**src/rtl/sclx_pkg.sv**
```systemverilog
// Shared types and constants of the command line lexer.
package sclx_pkg;

  localparam int MaxRes    = 3;
  localparam int ResIdxW   = $clog2(MaxRes);
  localparam int QDepth    = 4;
  localparam int QAddrW    = $clog2(QDepth);

  localparam logic [7:0] ChNul   = 8'h00;
  localparam logic [7:0] ChTab   = 8'h09;
  localparam logic [7:0] ChCr    = 8'h0D;
  localparam logic [7:0] ChSpace = 8'h20;
  localparam logic [7:0] ChDq    = 8'h22;
  localparam logic [7:0] ChSq    = 8'h27;
  localparam logic [7:0] ChLt    = 8'h3C;
  localparam logic [7:0] ChGt    = 8'h3E;
  localparam logic [7:0] ChPipe  = 8'h7C;
  localparam logic [7:0] CntMax  = 8'hFF;

  typedef enum logic [2:0] {
    MODE_IDLE   = 3'd0,
    MODE_WORD   = 3'd1,
    MODE_QUOTED = 3'd2,
    MODE_LT     = 3'd3,
    MODE_GT     = 3'd4
  } mode_t;

  typedef enum logic [1:0] {
    KIND_TEXT = 2'd0,
    KIND_END  = 2'd1,
    KIND_LINE = 2'd2
  } kind_t;

  typedef enum logic [2:0] {
    CLS_WORD    = 3'd0,
    CLS_PIPE    = 3'd1,
    CLS_IN      = 3'd2,
    CLS_OUT     = 3'd3,
    CLS_HEREDOC = 3'd4,
    CLS_APPEND  = 3'd5
  } tok_class_t;

  typedef struct packed {
    kind_t      kind;
    logic [7:0] data;
    tok_class_t cls;
    logic [7:0] index;
    logic       line_done;
  } result_t;

  typedef struct packed {
    result_t [MaxRes-1:0] res;
    logic [ResIdxW-1:0]   count;
  } bundle_t;

endpackage

```
**src/rtl/sclx_front.sv**
```systemverilog
// Front end: lexer state, byte classification and result bundle build.
module sclx_front (
  input  logic            clk,
  input  logic            rst_n,
  input  logic            in_valid,
  output logic            in_ready,
  input  logic [7:0]      in_byte,
  input  logic            in_eol,
  input  logic            q_full,
  output logic            q_push,
  output sclx_pkg::bundle_t q_data
);
  import sclx_pkg::*;

  mode_t      mode_r, mode_nxt;
  logic       quote_r, quote_nxt;
  logic [7:0] cnt_r, cnt_nxt;
  logic       fire;

  logic       is_sp, is_pipe, is_lt, is_gt, is_q, is_dq, eol;
  logic       ic_pipe, ic_text, ic_quote;
  mode_t      ic_mode;
  logic [2:0] slot_v;
  result_t    slot_res [MaxRes];
  bundle_t    bundle;

  assign in_ready = !q_full;
  assign fire     = in_valid && in_ready;

  assign is_sp   = (in_byte == ChSpace) || (in_byte >= ChTab && in_byte <= ChCr);
  assign is_pipe = (in_byte == ChPipe);
  assign is_lt   = (in_byte == ChLt);
  assign is_gt   = (in_byte == ChGt);
  assign is_dq   = (in_byte == ChDq);
  assign is_q    = is_dq || (in_byte == ChSq);
  assign eol     = in_eol || (in_byte == ChNul);

  // outcome of a byte seen outside any token
  always_comb begin
    ic_pipe  = 1'b0;
    ic_text  = 1'b0;
    ic_quote = quote_r;
    priority if (is_sp) begin
      ic_mode = MODE_IDLE;
    end else if (is_pipe) begin
      ic_mode = MODE_IDLE;
      ic_pipe = 1'b1;
    end else if (is_lt) begin
      ic_mode = MODE_LT;
    end else if (is_gt) begin
      ic_mode = MODE_GT;
    end else if (is_q) begin
      ic_mode  = MODE_QUOTED;
      ic_quote = is_dq;
      ic_text  = !is_dq;
    end else begin
      ic_mode = MODE_WORD;
      ic_text = 1'b1;
    end
  end

  // slot 0: first token end, slot 1: pipe or text, slot 2: line end
  always_comb begin
    mode_t      m;
    logic       use_ic;
    logic [7:0] cnt;
    logic [ResIdxW-1:0] n;
    result_t    blank;

    blank     = '{kind: KIND_TEXT, data: 8'd0, cls: CLS_WORD, index: 8'd0, line_done: 1'b0};
    slot_v    = '0;
    slot_res[0] = blank;
    slot_res[1] = blank;
    slot_res[2] = blank;
    slot_res[0].kind = KIND_END;
    m         = mode_r;
    quote_nxt = quote_r;
    use_ic    = 1'b0;

    if (in_byte != ChNul) begin
      unique case (mode_r)
        MODE_WORD: begin
          if (is_sp || is_pipe || is_lt || is_gt) begin
            slot_v[0]       = 1'b1;
            slot_res[0].cls = CLS_WORD;
            use_ic          = 1'b1;
          end else if (is_q) begin
            m         = MODE_QUOTED;
            quote_nxt = is_dq;
            slot_v[1] = !is_dq;
          end else begin
            slot_v[1] = 1'b1;
          end
        end
        MODE_QUOTED: begin
          if (in_byte == (quote_r ? ChDq : ChSq)) begin
            m = MODE_WORD;
          end
          slot_v[1] = !is_dq;
        end
        MODE_LT, MODE_GT: begin
          slot_v[0] = 1'b1;
          if ((mode_r == MODE_LT && is_lt) || (mode_r == MODE_GT && is_gt)) begin
            slot_res[0].cls = (mode_r == MODE_LT) ? CLS_HEREDOC : CLS_APPEND;
            m               = MODE_IDLE;
          end else begin
            slot_res[0].cls = (mode_r == MODE_LT) ? CLS_IN : CLS_OUT;
            use_ic          = 1'b1;
          end
        end
        default: begin
          use_ic = 1'b1;
        end
      endcase
      if (use_ic) begin
        m         = ic_mode;
        quote_nxt = ic_quote;
        slot_v[1] = ic_pipe || ic_text;
        if (ic_pipe) begin
          slot_res[1].kind = KIND_END;
          slot_res[1].cls  = CLS_PIPE;
        end
      end
      slot_res[1].data = (slot_res[1].kind == KIND_TEXT) ? in_byte : 8'd0;
    end

    if (eol) begin
      unique case (m)
        MODE_LT: begin
          slot_v[2]        = 1'b1;
          slot_res[2].kind = KIND_END;
          slot_res[2].cls  = CLS_IN;
        end
        MODE_GT: begin
          slot_v[2]        = 1'b1;
          slot_res[2].kind = KIND_END;
          slot_res[2].cls  = CLS_OUT;
        end
        MODE_WORD, MODE_QUOTED: begin
          slot_v[2]        = 1'b1;
          slot_res[2].kind = KIND_END;
          slot_res[2].cls  = CLS_WORD;
        end
        default: begin
          slot_v[2]        = !slot_v[0] && !slot_v[1];
          slot_res[2].kind = KIND_LINE;
        end
      endcase
    end

    // pack valid slots in order and number the tokens
    bundle.res[0] = blank;
    bundle.res[1] = blank;
    bundle.res[2] = blank;
    cnt = cnt_r;
    n   = '0;
    for (int i = 0; i < MaxRes; i++) begin
      if (slot_v[i]) begin
        bundle.res[n]       = slot_res[i];
        bundle.res[n].index = cnt;
        if (slot_res[i].kind == KIND_END && cnt != CntMax) begin
          cnt = cnt + 8'd1;
        end
        n = n + ResIdxW'(1);
      end
    end
    bundle.count = n;
    if (eol && n != '0) begin
      bundle.res[n - ResIdxW'(1)].line_done = 1'b1;
    end

    if (eol) begin
      mode_nxt  = MODE_IDLE;
      quote_nxt = 1'b0;
      cnt_nxt   = 8'd0;
    end else begin
      mode_nxt  = m;
      cnt_nxt   = cnt;
    end
  end

  assign q_push = fire && (bundle.count != '0);
  assign q_data = bundle;

  always_ff @(posedge clk) begin
    if (!rst_n) begin
      mode_r  <= MODE_IDLE;
      quote_r <= 1'b0;
      cnt_r   <= 8'd0;
    end else if (fire) begin
      mode_r  <= mode_nxt;
      quote_r <= quote_nxt;
      cnt_r   <= cnt_nxt;
    end
  end

endmodule

```
**src/rtl/sclx_queue.sv**
```systemverilog
// Bundle queue between the front end and the back end.
module sclx_queue (
  input  logic              clk,
  input  logic              rst_n,
  input  logic              push,
  input  sclx_pkg::bundle_t push_data,
  input  logic              pop,
  output sclx_pkg::bundle_t head,
  output logic              empty,
  output logic              full
);
  import sclx_pkg::*;

  bundle_t           mem_r [QDepth];
  logic [QAddrW-1:0] wr_r, wr_nxt;
  logic [QAddrW-1:0] rd_r, rd_nxt;
  logic [QAddrW:0]   cnt_r, cnt_nxt;
  logic              do_push, do_pop;

  assign empty   = (cnt_r == '0);
  assign full    = (cnt_r == (QAddrW+1)'(QDepth));
  assign do_push = push && !full;
  assign do_pop  = pop && !empty;
  assign head    = mem_r[rd_r];

  always_comb begin
    wr_nxt  = do_push ? wr_r + QAddrW'(1) : wr_r;
    rd_nxt  = do_pop ? rd_r + QAddrW'(1) : rd_r;
    cnt_nxt = cnt_r + (QAddrW+1)'(do_push) - (QAddrW+1)'(do_pop);
  end

  always_ff @(posedge clk) begin
    if (do_push) begin
      mem_r[wr_r] <= push_data;
    end
  end

  always_ff @(posedge clk) begin
    if (!rst_n) begin
      wr_r  <= '0;
      rd_r  <= '0;
      cnt_r <= '0;
    end else begin
      wr_r  <= wr_nxt;
      rd_r  <= rd_nxt;
      cnt_r <= cnt_nxt;
    end
  end

endmodule

```
**src/rtl/sclx_back.sv**
```systemverilog
// Back end: walks each bundle and drives the registered result channel.
module sclx_back (
  input  logic              clk,
  input  logic              rst_n,
  input  sclx_pkg::bundle_t head,
  input  logic              empty,
  output logic              pop,
  output logic              out_valid,
  input  logic              out_ready,
  output sclx_pkg::result_t out_res,
  output logic              out_last
);
  import sclx_pkg::*;

  logic [ResIdxW-1:0] sub_r, sub_nxt;
  logic               valid_r, valid_nxt;
  result_t            res_r;
  logic               last_r;
  logic               load, at_last;

  assign load    = !empty && (!valid_r || out_ready);
  assign at_last = (sub_r == head.count - ResIdxW'(1));
  assign pop     = load && at_last;

  always_comb begin
    sub_nxt = sub_r;
    if (load) begin
      sub_nxt = at_last ? '0 : sub_r + ResIdxW'(1);
    end
    valid_nxt = load || (valid_r && !out_ready);
  end

  always_ff @(posedge clk) begin
    if (load) begin
      res_r  <= head.res[sub_r];
      last_r <= at_last;
    end
  end

  always_ff @(posedge clk) begin
    if (!rst_n) begin
      sub_r   <= '0;
      valid_r <= 1'b0;
    end else begin
      sub_r   <= sub_nxt;
      valid_r <= valid_nxt;
    end
  end

  assign out_valid = valid_r;
  assign out_res   = res_r;
  assign out_last  = last_r;

endmodule

```
**src/rtl/shell_command_line_lexer_unit.sv**
```systemverilog
// Top level of the command line lexer.
//
//   channel | direction | beat contents
//   in      | input     | in_byte, in_end_of_line
//   out     | output    | out_kind, out_byte, out_token_class, out_token_index,
//           |           | out_line_done, out_last_of_run
//
// The front end takes one byte per cycle while the queue is not full and writes its zero
// to three results as one bundle into a four-entry queue; bytes with no result write nothing.
// The back end sends one result beat per cycle while out_ready is high and the queue is not
// empty; its output is registered, so a byte's results pass the queue and that register first.
// in_ready drops only while the queue is full; out_ready stalls only the back.
// Synchronous reset returns the lexer to outside any token with count zero.
module shell_command_line_lexer_unit (
  input  logic       clk,
  input  logic       rst_n,
  input  logic       in_valid,
  output logic       in_ready,
  input  logic [7:0] in_byte,
  input  logic       in_end_of_line,
  output logic       out_valid,
  input  logic       out_ready,
  output logic [1:0] out_kind,
  output logic [7:0] out_byte,
  output logic [2:0] out_token_class,
  output logic [7:0] out_token_index,
  output logic       out_line_done,
  output logic       out_last_of_run
);
  import sclx_pkg::*;

  bundle_t q_data, q_head;
  logic    q_push, q_pop, q_empty, q_full;
  result_t res;

  sclx_front u_front (
    .clk      (clk),
    .rst_n    (rst_n),
    .in_valid (in_valid),
    .in_ready (in_ready),
    .in_byte  (in_byte),
    .in_eol   (in_end_of_line),
    .q_full   (q_full),
    .q_push   (q_push),
    .q_data   (q_data)
  );

  sclx_queue u_queue (
    .clk       (clk),
    .rst_n     (rst_n),
    .push      (q_push),
    .push_data (q_data),
    .pop       (q_pop),
    .head      (q_head),
    .empty     (q_empty),
    .full      (q_full)
  );

  sclx_back u_back (
    .clk       (clk),
    .rst_n     (rst_n),
    .head      (q_head),
    .empty     (q_empty),
    .pop       (q_pop),
    .out_valid (out_valid),
    .out_ready (out_ready),
    .out_res   (res),
    .out_last  (out_last_of_run)
  );

  assign out_kind        = res.kind;
  assign out_byte        = res.data;
  assign out_token_class = res.cls;
  assign out_token_index = res.index;
  assign out_line_done   = res.line_done;

  a_line_done_last: assert property (@(posedge clk) disable iff (!rst_n)
    out_valid && out_line_done |-> out_last_of_run)
    else $error("line end beat is not the last of its run");

  a_line_kind: assert property (@(posedge clk) disable iff (!rst_n)
    out_valid && out_kind == KIND_LINE |-> out_line_done && out_token_class == CLS_WORD)
    else $error("bare line end beat malformed");

  a_text_not_done: assert property (@(posedge clk) disable iff (!rst_n)
    out_valid && out_kind == KIND_TEXT |-> !out_line_done && out_token_class == CLS_WORD)
    else $error("text beat carries line end or class");

  a_push_room: assert property (@(posedge clk) disable iff (!rst_n)
    q_push |-> !q_full && in_valid)
    else $error("queue written while full");

endmodule

```
**config.mk**
```make
export PLATFORM = sky130hd
export DESIGN_NAME = shell_command_line_lexer_unit
export DESIGN_NICKNAME = d
export VERILOG_FILES = /design/src/rtl/sclx_pkg.sv /design/src/rtl/sclx_front.sv /design/src/rtl/sclx_queue.sv /design/src/rtl/sclx_back.sv /design/src/rtl/shell_command_line_lexer_unit.sv
export SDC_FILE = /design/constraint.sdc
export NUM_CORES = 1
export LEC_CHECK = 0
export BUFFER_PORTS_ARGS = -buffer_cell sky130_fd_sc_hd__buf_4
export CAP_MARGIN = 20
export CORE_ASPECT_RATIO = 0.6
export CORE_UTILIZATION = 60
export CTS_CLUSTER_DIAMETER = 40
export CTS_CLUSTER_SIZE = 40
export DETAILED_ROUTE_END_ITERATION = 6
export PLACE_DENSITY = 0.78
export SYNTH_ARGS = -nofsm -noshare
export SYNTH_HDL_FRONTEND = slang
export SYNTH_SLANG_ARGS = --single-unit
```
**constraint.sdc**
```tcl
create_clock -name clk -period 5.8 [get_ports clk]
set_input_delay 0.29 -clock clk [delete_from_list [all_inputs] [get_ports clk]]
set_output_delay 0.29 -clock clk [all_outputs]
set_load 0.1 [all_outputs]
```
==> flow_metrics.py, run 1 <==
metrics = {
    "run_status": {
        "status": "finished, final reports clean",
    },
    "clock_network": {
        "cts-buffers-inserted": 27,
        "postCtsSetupBuffers": 0,
        "clk_latency_ns": 0.56,
        "clock_path_buffers": 3,
        "path_clk_slew_ns": 0.06,
        "cts_resized": 0,
        "root_buffer": "clkbuf_16",
        "h-tree-depth": 1,
        "hold_buffers": 0,
        "cts_sinks": 279,
        "cts_tree": "done",
    },
    "synthesis": {
        "synthCells": 840,
        "synthFlopType": "edfxtp_1",
        "synth_top_cell_area_share_pct": 60.8,
        "synthesis.nets": 867,
        "yosys.cell_types.count": 75,
        "synth-seq-area-share_pct": 64.6,
        "synthTopCellsByArea": "edfxtp_1 (61%), mux4_2 (10%), dfxtp_1 (3.8%)",
        "ys_ff_latch": 279,
        "synth_top_cell_by_area": "edfxtp_1",
        "avgSynthCellArea_um2": 15.0,
        "async_flop_share_pct": 0,
        "netlist_area_um2": 12600,
        "synth_warnings": 0,
        "synth_edf_count": 255,
    },
    "worst_hold_path": {
        "worstHoldStart": "out_ready",
        "holdPathEnd": "u_back.out_valid$_SDFF_PN0_",
        "hold_class": "in2reg",
        "hold_depth": 4,
    },
    "critical_path": {
        "r2r_start": "u_front.mode_r[1]$_SDFFE_PN0P_",
        "reg2regPathDepth": 13,
        "ff2ff_setup_slack_ns": 1.26,
        "timing.rr.end": "u_queue.cnt_r[2]$_SDFF_PN0_",
        "cp.arrival_ns": 4.98,
        "worstPathMaxFanout": 14,
        "endpoint_kind": "register",
        "start_kind": "register",
        "crit_type": "reg2reg",
        "critical_path_required_ns": 6.24,
    },
    "global_routing": {
        "grt_use_met3_pct": 5.09,
        "grt_use_met1_pct": 45.2,
        "antenna_found_initial": 0,
        "met2_usage_pct": 44.3,
        "grt_pass1_vias": 7730,
        "globalRouteTotalUtil_pct": 29.5,
        "grt_pass1_wl_um": 46800,
        "grt.busiest_layer": "met1",
        "grt_max_degree": 59,
        "overflow": 0,
    },
    "place": {
        "port_buffers": 37,
        "dp_hpwl_um": 18800,
        "dpl_worst_slack_ns": 1.35,
        "dp_cells": 1118,
        "routabilityCongestion": 0.949,
    },
    "sta": {
        "fin_crit_sh_pct": 78.3,
        "fin_worst_skew_ns": 0.0245,
        "drv_slew": 0,
        "finalHoldViolations": 0,
        "worstMarginPinSlew_ns": 1.01,
        "slew_headroom_pct": 32.6,
        "setup_ws_ns": 1.26,
        "setup_tns_ns": 0,
        "fmax_ghz": 0.220,
        "fin_crit_ns": 4.54,
        "setup_viol": 0,
        "grt_setup_unrepaired": "no",
    },
    "floorplan": {
        "dieArea_um2": 21600,
        "initial_utilization_pct": 62.2,
        "row_count": 40,
        "ios": 38,
        "fp.coreArea_um2": 20300,
        "dieHeight_um": 114,
        "fp.dieW_um": 189,
    },
    "drt": {
        "drt_iter0_drc": 918,
        "drt_first_pass_iters": 5,
        "drtAntennaViolNets": 0,
        "post_drt_wl_per_cell_um": 26.5,
        "viasPerCell": 6.73,
        "wl_um": 30900,
        "vias": 7868,
        "drc": 0,
    },
    "layout": {
        "finalNonFillerCells": 1169,
        "nets": 902,
        "diodes": 0,
        "multi_input_area_um2": 4180,
        "regArea_um2": 8140,
        "drive_above_1_share_pct": 21.7,
        "fill_cells": 1285,
        "area_growth_syn_to_layout_pct": 12.5,
    },
    "power": {
        "cellLeakagePower_nw": 4.63,
        "ir_worst_vdd_mv": 0.395,
        "power_density_nw_per_um2": 467,
    },
    "run": {
        "cap_viol_max_count": 0,
    },
}
==> cell usage after synthesis, types with 5 or more instances <==
cell / count
a211oi_1: 5
a21boi_0: 5
a21oi_1: 14
a31oi_1: 5
and2_1: 31
and3_1: 15
buf_1: 12
clkbuf_1: 28
dfxtp_1: 24
edfxtp_1: 255
ha_1: 13
inv_1: 28
mux2i_1: 27
mux4_2: 58
nand2_1: 47
nand2b_1: 13
nand3_1: 25
nand3b_1: 5
nor2_1: 52
nor3_1: 11
nor3b_1: 5
o21a_1: 6
o21ai_0: 37
o22ai_1: 16
or3_1: 8
xnor2_1: 12
==> worst max-delay path: stages, from the launching register on <==
cell	delay (ns)
dfxtp_1	0.60
nor3b_1	0.68
o32ai_1	0.21
a2111oi_0	0.75
o211ai_1	0.21
o2111ai_2	0.17
xnor2_2	0.14
o21a_1	0.24
o31a_1	0.35
ha_1	0.25
fa_1	0.38
xnor2_1	0.20
xnor2_1	0.09
and2_1	0.15
==> sequential cells by signal (all words and copies together) (netlist names), named ones only <==
signal            count
u_queue.cnt_r         3
u_queue.rd_r          2
u_back.out_res       22
u_front.quote_r       1
u_front.cnt_r         8
u_front.mode_r        3
u_queue.mem_r       232
u_back.sub_r          2
u_queue.wr_r          2
u_back.out_valid      1
u_back.out_last       1
==> where the power goes <==
part	internal (mW)	leakage (nW)	switching [mW]
clock	0.973	0.470	0.902
sequential	2.56	2.54	0.146
combinational	0.655	1.62	1.39
==> kinds of logic after synthesis <==
logic type,count (synthesis),share of synthesized area [%]
AOI/OAI and AO/OA,133,7.77
xor gates and xnor gates,16,1.17
DFF,279,64.6
muxes,88,12.8
buffers and inverters,75,2.38
adders and majority gates,14,1.45
and+or+nand+nor,235,9.89
==> layout by cell type, fill, tap and decap left out, types with 6 or more instances in the layout <==
| cell type | n |
|---|---|
| o22ai_1 | 16 |
| dfxtp_1 | 22 |
| nor3_1 | 11 |
| inv_1 | 28 |
| clkinv_8 | 6 |
| mux4_2 | 58 |
| nand3_1 | 25 |
| xnor2_1 | 12 |
| or3_1 | 8 |
| o21ai_0 | 37 |
| a21oi_1 | 13 |
| mux2i_1 | 27 |
| and2_1 | 27 |
| nand2b_1 | 13 |
| nand2_1 | 47 |
| edfxtp_1 | 255 |
| ha_1 | 13 |
| inv_8 | 6 |
| buf_4 | 47 |
| nor2_1 | 52 |
| o21a_1 | 6 |
| clkbuf_16 | 27 |
| and3_1 | 15 |
==> metrics by stage <==
stage	utilization [%]	cell area [um2]	hold slack [ns]	power, mW
after floorplan	-	12600	0.439	4.26
after global placement	65.2	13200	0.476	4.72
after detailed placement	65.2	13200	0.493	4.76
after CTS	70.0	14200	0.0591	6.66
after global routing	70.0	14200	0.104	6.82
final	70.0	14200	0.0692	6.63
==> layer usage <==
metal,wire length [um],vias up
li1,-,3368
met1,13300,3931
met2,13900,520
met3,3220,49
met4,546,0
met5,0,-
==> worst max-delay path by stage <==
stage	cells past startpoint	endpoint	startpoint	slack [ns]
after floorplan	11	u_queue.mem_r[0][0]$_DFFE_PP_	in_byte[1]	1.24
after global placement	15	u_queue.cnt_r[2]$_SDFF_PN0_	in_byte[0]	1.34
after detailed placement	14	u_queue.cnt_r[2]$_SDFF_PN0_	u_front.mode_r[2]$_SDFFE_PN0P_	1.35
after CTS	14	u_queue.cnt_r[2]$_SDFF_PN0_	u_front.mode_r[2]$_SDFFE_PN0P_	1.32
after global routing	13	u_queue.cnt_r[2]$_SDFF_PN0_	u_front.mode_r[1]$_SDFFE_PN0P_	0.93
final	13	u_queue.cnt_r[2]$_SDFF_PN0_	u_front.mode_r[1]$_SDFFE_PN0P_	1.26
==> layout make-up <==
type / count / share of cell area [%]
clock inverters: 23 / 2.08
inverters: 29 / 0.767
well taps: 273 / 2.41
flip-flops and latches: 279 / 57.4
multi-input cells: 486 / 29.5
clock buffers: 27 / 4.76
repair buffers: 52 / 3.09
Note: power is estimated with default switching activity, not from simulation.
==> inputs of run 2 (changes only) <==
CORE_UTILIZATION = 56   (was 60)
PLACE_DENSITY = 0.77   (was 0.78)
clock period = 3.9 ns   (was 5.8 ns; I/O delays follow)
==> run 2 against run 1 <==
- hold slack worse by 0.038 ns
- flip-flop and latch count stayed put
- routed wire length is 8.5% lower
- via count is 0.70% lower
- cell count is 7.0% higher
- die area is 7.0% higher
- non-clock buffer count is 71 higher
==> flow_metrics.py, run 2 (synthesized netlist as in run 1, its figures left out) <==
metrics = {
    "run_status": {
        "status": "finished, final reports clean",
    },
    "clock_network": {
        "cts_sinks": 279,
        "h-tree-depth": 1,
        "root_buffer": "clkbuf_16",
        "cts-buffers-inserted": 26,
        "postCtsSetupBuffers": 0,
        "cts_tree": "done",
        "path_clk_slew_ns": 0.07,
        "clock_path_buffers": 3,
        "clk_latency_ns": 0.55,
    },
    "critical_path": {
        "timing.rr.end": "u_queue.mem_r[1][32]$_DFFE_PP_",
        "start_kind": "register",
        "crit_type": "reg2reg",
        "r2r_start": "u_front.mode_r[0]$_SDFFE_PN0P_",
        "cp.arrival_ns": 3.98,
        "endpoint_kind": "register",
        "reg2regPathDepth": 12,
        "endpoint": "u_queue.mem_r[1][32]$_DFFE_PP_",
        "worstPathMaxFanout": 11,
        "ff2ff_setup_slack_ns": 0.17,
        "setup.worst_path.start": "u_front.mode_r[0]$_SDFFE_PN0P_",
        "critical_path_required_ns": 4.15,
    },
    "sta": {
        "fin_crit_sh_pct": 95.6,
        "fin_worst_skew_ns": 0.0107,
        "setup_tns_ns": 0,
        "worstMarginPinSlew_ns": 0.706,
        "finalHoldViolations": 0,
        "grt_setup_unrepaired": "no",
        "setup_viol": 0,
        "drv_slew": 0,
        "slew_headroom_pct": 52.9,
        "fmax_ghz": 0.268,
        "fin_crit_ns": 3.73,
    },
    "layout": {
        "layout_commonest_cell": "edfxtp_1",
        "diodes": 0,
        "layout.cells.most_common_list": "edfxtp_1 (255), buf_4 (114), mux4_2 (58), nor2_1 (52), nand2_1 (47)",
        "largest_reg_flops": 232,
        "postLayoutCoreUtil_pct": 66.8,
        "fill_cells": 1515,
        "nets": 972,
        "drive_above_1_share_pct": 27.5,
        "top_register": "u_queue.mem_r",
        "area_growth_syn_to_layout_pct": 17.0,
        "finalNonFillerCells": 1251,
    },
    "floorplan": {
        "ios": 38,
        "row_count": 42,
        "fp.dieW_um": 196,
        "dieArea_um2": 23100,
        "initial_utilization_pct": 57.1,
        "dieHeight_um": 118,
        "fp.coreArea_um2": 22100,
    },
    "worst_hold_path": {
        "worstHoldStart": "rst_n",
        "hold_class": "in2reg",
    },
    "power": {
        "ir_worst_vdd_mv": 0.397,
        "p_switching_mw": 3.46,
        "comb_power_share_pct": 31.5,
        "cellLeakagePower_nw": 4.97,
        "sequentialPowerShare_pct": 40.9,
        "netSwitchingFraction_pct": 35.8,
        "p_clk_share_pct": 27.6,
        "power_density_nw_per_um2": 657,
        "intPower_mw": 6.22,
    },
    "place": {
        "dp_cells": 1202,
        "port_buffers": 37,
        "dp_hpwl_um": 19000,
        "routabilityCongestion": 1.02,
    },
    "global_routing": {
        "overflow": 0,
        "grt_max_degree": 47,
        "grt_pass1_wl_um": 44100,
        "antenna_found_initial": 0,
        "grt_pass1_vias": 7554,
        "globalRouteTotalUtil_pct": 25.3,
    },
    "drt": {
        "post_drt_wl_per_cell_um": 22.6,
        "drt_first_pass_iters": 5,
        "vias": 7813,
        "wl_um": 28300,
        "drtAntennaViolNets": 0,
        "drc": 0,
        "viasPerCell": 6.25,
        "drt_iter0_drc": 709,
    },
    "run": {
        "cap_viol_max_count": 0,
    },
}
run 2: changes by cell type in the layout (fill, tap and decap cells not counted), sizes merged:
cell / change
buf: +70
clkbuf: -1
clkinvlp: +1
dlygate4sd3: +1
inv: -2
run 2: timing repair:
item | in CTS | in global routing
endpoints found under the setup margin | 0 | 18
hold buffers | 1 | 0
hold endpoints to repair | 1 | 0
gates resized for setup | 0 | 2
run 2: layer usage:
| metal | GRT usage (%) | share of wire, % | vias up |
|---|---|---|---|
| met5 | 0 | 0 | - |
| met4 | 4.35 | 1.5 | 0 |
| met3 | 4.88 | 10 | 42 |
| met2 | 36.1 | 42 | 397 |
| met1 | 40.8 | 46 | 3881 |
| li1 | - | - | 3493 |
run 2: power groups by stage:
stage / Sequential [mW] / Combinational [mW] / Clock, mW
3_5_place_dp: 4.03 / 3.06 / 0
5_1_grt: 4.00 / 3.23 / 2.82
3_3_place_gp: 4.01 / 3.03 / 0
6_report: 3.96 / 3.05 / 2.67
4_1_cts: 3.97 / 3.08 / 2.71
2_1_floorplan: 4.91 / 1.41 / 0
run 2: worst min path at each step:
stage | cells past startpoint | slack (ns) | to
after floorplan | 2 | 0.34 | u_queue.wr_r[1]$_SDFFE_PN0P_
after global placement | 2 | 0.49 | u_queue.wr_r[0]$_SDFFE_PN0P_
after detailed placement | 2 | 0.49 | u_queue.wr_r[0]$_SDFFE_PN0P_
after CTS | 3 | 0.004 | u_front.cnt_r[1]$_SDFFE_PN0P_
after global routing | 2 | 0.03 | u_front.cnt_r[3]$_SDFFE_PN0P_
final | 3 | 0.03 | u_front.cnt_r[1]$_SDFFE_PN0P_
run 2: metrics by stage:
step | hold WS [ns] | setup slack, ns | instance area (um2) | power (mW)
floorplan | 0.344 | 0.0484 | 12600 | 6.32
global placement | 0.486 | 0.124 | 13800 | 7.04
detailed placement | 0.494 | 0.0327 | 13800 | 7.09
CTS | 0.00393 | 0.0375 | 14700 | 9.76
global route | 0.0270 | 0.0228 | 14800 | 10.1
finish | 0.0314 | 0.170 | 14800 | 9.69
run 2: cell type report:
class	instances	area [um2]	area share, %
tap	286	358	2.43
clock buffer	26	651	4.41
clock inverter	22	275	1.87
inverter	29	109	0.738
timing repair buffer	123	1030	6.95
multi-input combinational	486	4190	28.4
sequential	279	8140	55.2
run 2: critical path, stage by stage, from the launching register on:
cell       delay (ns)
dfxtp_1          0.31
or3b_2           0.51
buf_4            0.17
and3_1           0.25
a21oi_4          0.29
inv_2            0.16
o32ai_2          0.40
nand3_2          0.13
buf_4            0.17
o2111ai_1        0.21
xnor2_1          0.10
buf_4            0.18
o21ai_0          0.54
==> inputs of run 3 (changes only) <==
MAX_ROUTING_LAYER = met4   (was not set)
==> run 3 against run 2 <==
- clock power decreased by 9.0%
- critical path type unchanged
- register-to-register slack about the same
- non-clock buffer count decreased by 6
- utilization decreased by 0.81 points
- combinational power about the same
- clock skew increased by 0.0023 ns
- design area decreased by 1.2%
- global-route usage increased by 1.5 points
- critical path depth unchanged
- power decreased by 2.1%
- largest cell class unchanged
- sequential power about the same
- setup slack got worse by 0.0043 ns
==> flow_metrics.py, run 3 (synthesized netlist as in run 1, its figures left out) <==
metrics = {
    "run_status": {
        "status": "finished, final reports clean",
    },
    "floorplan": {
        "fp.dieW_um": 196,
        "dieArea_um2": 23100,
        "ios": 38,
        "initial_utilization_pct": 57.1,
        "dieHeight_um": 118,
        "fp.coreArea_um2": 22100,
        "row_count": 42,
    },
    "critical_path": {
        "start_kind": "register",
        "endpoint_kind": "register",
        "critical_path_required_ns": 4.23,
        "cp.arrival_ns": 4.06,
        "ff2ff_setup_slack_ns": 0.17,
        "crit_type": "reg2reg",
        "worstPathMaxFanout": 13,
    },
    "drt": {
        "drt_iter0_drc": 866,
        "wl_um": 29000,
        "vias": 7731,
        "viasPerCell": 6.24,
        "post_drt_wl_per_cell_um": 23.4,
        "drt_first_pass_iters": 6,
        "drc": 0,
        "drtAntennaViolNets": 0,
    },
    "power": {
        "ir_worst_vdd_mv": 0.388,
        "power_density_nw_per_um2": 651,
        "cellLeakagePower_nw": 4.88,
    },
    "layout": {
        "drive_above_1_share_pct": 26.2,
        "area_growth_syn_to_layout_pct": 15.6,
        "finalNonFillerCells": 1239,
        "diodes": 0,
        "top_register": "u_queue.mem_r",
        "design_area_um2": 14600,
        "layout.cells.most_common_list": "edfxtp_1 (255), buf_4 (109), mux4_2 (58), nor2_1 (52), nand2_1 (47)",
        "layout_commonest_cell": "edfxtp_1",
        "largest_reg_flops": 232,
        "nets": 963,
    },
    "place": {
        "port_buffers": 37,
        "dp_cells": 1195,
        "routabilityCongestion": 1.01,
        "dp_hpwl_um": 19300,
        "place_area_um2": 13700,
    },
    "global_routing": {
        "grt_pass1_wl_um": 45000,
        "grt_pass1_vias": 7698,
        "globalRouteTotalUtil_pct": 26.7,
        "grt_max_degree": 44,
        "antenna_found_initial": 0,
        "overflow": 0,
    },
    "sta": {
        "fmax_ghz": 0.268,
        "setup_viol": 0,
        "worstMarginPinSlew_ns": 0.755,
        "slew_headroom_pct": 49.7,
        "fin_crit_ns": 3.73,
        "setup_tns_ns": 0,
        "finalHoldViolations": 0,
        "drv_slew": 0,
        "fin_hold_ws_ns": 0.0446,
        "fin_crit_sh_pct": 95.8,
        "fin_worst_skew_ns": 0.0130,
    },
    "clock_network": {
        "cts_sinks": 279,
        "cts-buffers-inserted": 23,
        "root_buffer": "clkbuf_16",
        "cts_tree": "done",
        "clk_latency_ns": 0.54,
        "path_clk_slew_ns": 0.07,
        "clock_path_buffers": 3,
        "h-tree-depth": 1,
    },
    "worst_hold_path": {
        "hold_class": "in2reg",
    },
    "run": {
        "cap_viol_max_count": 0,
    },
}
run 3: cell types whose count changed in the layout (fill, tap and decap cells not counted), moves of 3 or more:
cell,change
inv_8,-3
clkinv_4,-3
buf_4,-5
clkbuf_16,-3
run 3: final cells by class:
cell class | count | area (um2)
fillers | 1527 | 7500
clock buffers | 24 | 579
inverters | 29 | 109
clock inverters | 18 | 226
well taps | 286 | 358
flip-flops and latches | 279 | 8140
repair buffers | 117 | 968
multi-input cells | 486 | 4190
run 3: where the power goes:
part	internal, mW	leakage, nW	switching (mW)
clock network	1.28	0.390	1.15
registers	3.80	2.54	0.171
logic	1.02	1.95	2.05
run 3: worst paths after layout:
path	from	endpoint	cells past startpoint
hold reg to reg	u_front.quote_r$_SDFFE_PN0P_	u_front.quote_r$_SDFFE_PN0P_	2
hold / removal	rst_n	u_front.cnt_r[3]$_SDFFE_PN0P_	2
setup reg to reg	u_front.mode_r[1]$_SDFFE_PN0P_	u_queue.mem_r[3][38]$_DFFE_PP_	12
setup / recovery	u_front.mode_r[1]$_SDFFE_PN0P_	u_queue.mem_r[3][38]$_DFFE_PP_	12
run 3: critical path, cell delays in order (launching register included):
cell       delay, ns
dfxtp_1         0.32
buf_4           0.20
or3b_2          0.49
or3_1           0.36
a21oi_1         0.26
o41ai_2         0.13
o2111ai_2       0.27
xnor2_2         0.10
buf_4           0.16
o211ai_2        0.38
buf_4           0.27
and2_1          0.20
and3_1          0.38
run 3: repair_timing:
action,4_1_cts,5_1_grt
endpoints found under the hold margin,1,0
resized for setup,0,3
hold buffers,1,0
setup buffers,0,1
setup endpoints to repair,0,13
run 3: metal layers:
metal	share of wire, %	GRT usage, %
met1	45	40.5
met2	43	38.5
met3	9.8	5.34
met4	1.4	4.30
met5	0	-
run 3: per-stage QoR:
step	setup slack [ns]	util, %	power [mW]
6_report	0.166	66.0	9.48
2_1_floorplan	0.0484	-	6.32
3_3_place_gp	0.130	62.3	7.04
5_1_grt	-0.0130	66.0	9.82
3_5_place_dp	0.0242	62.3	7.10
4_1_cts	0.0459	66.0	9.54
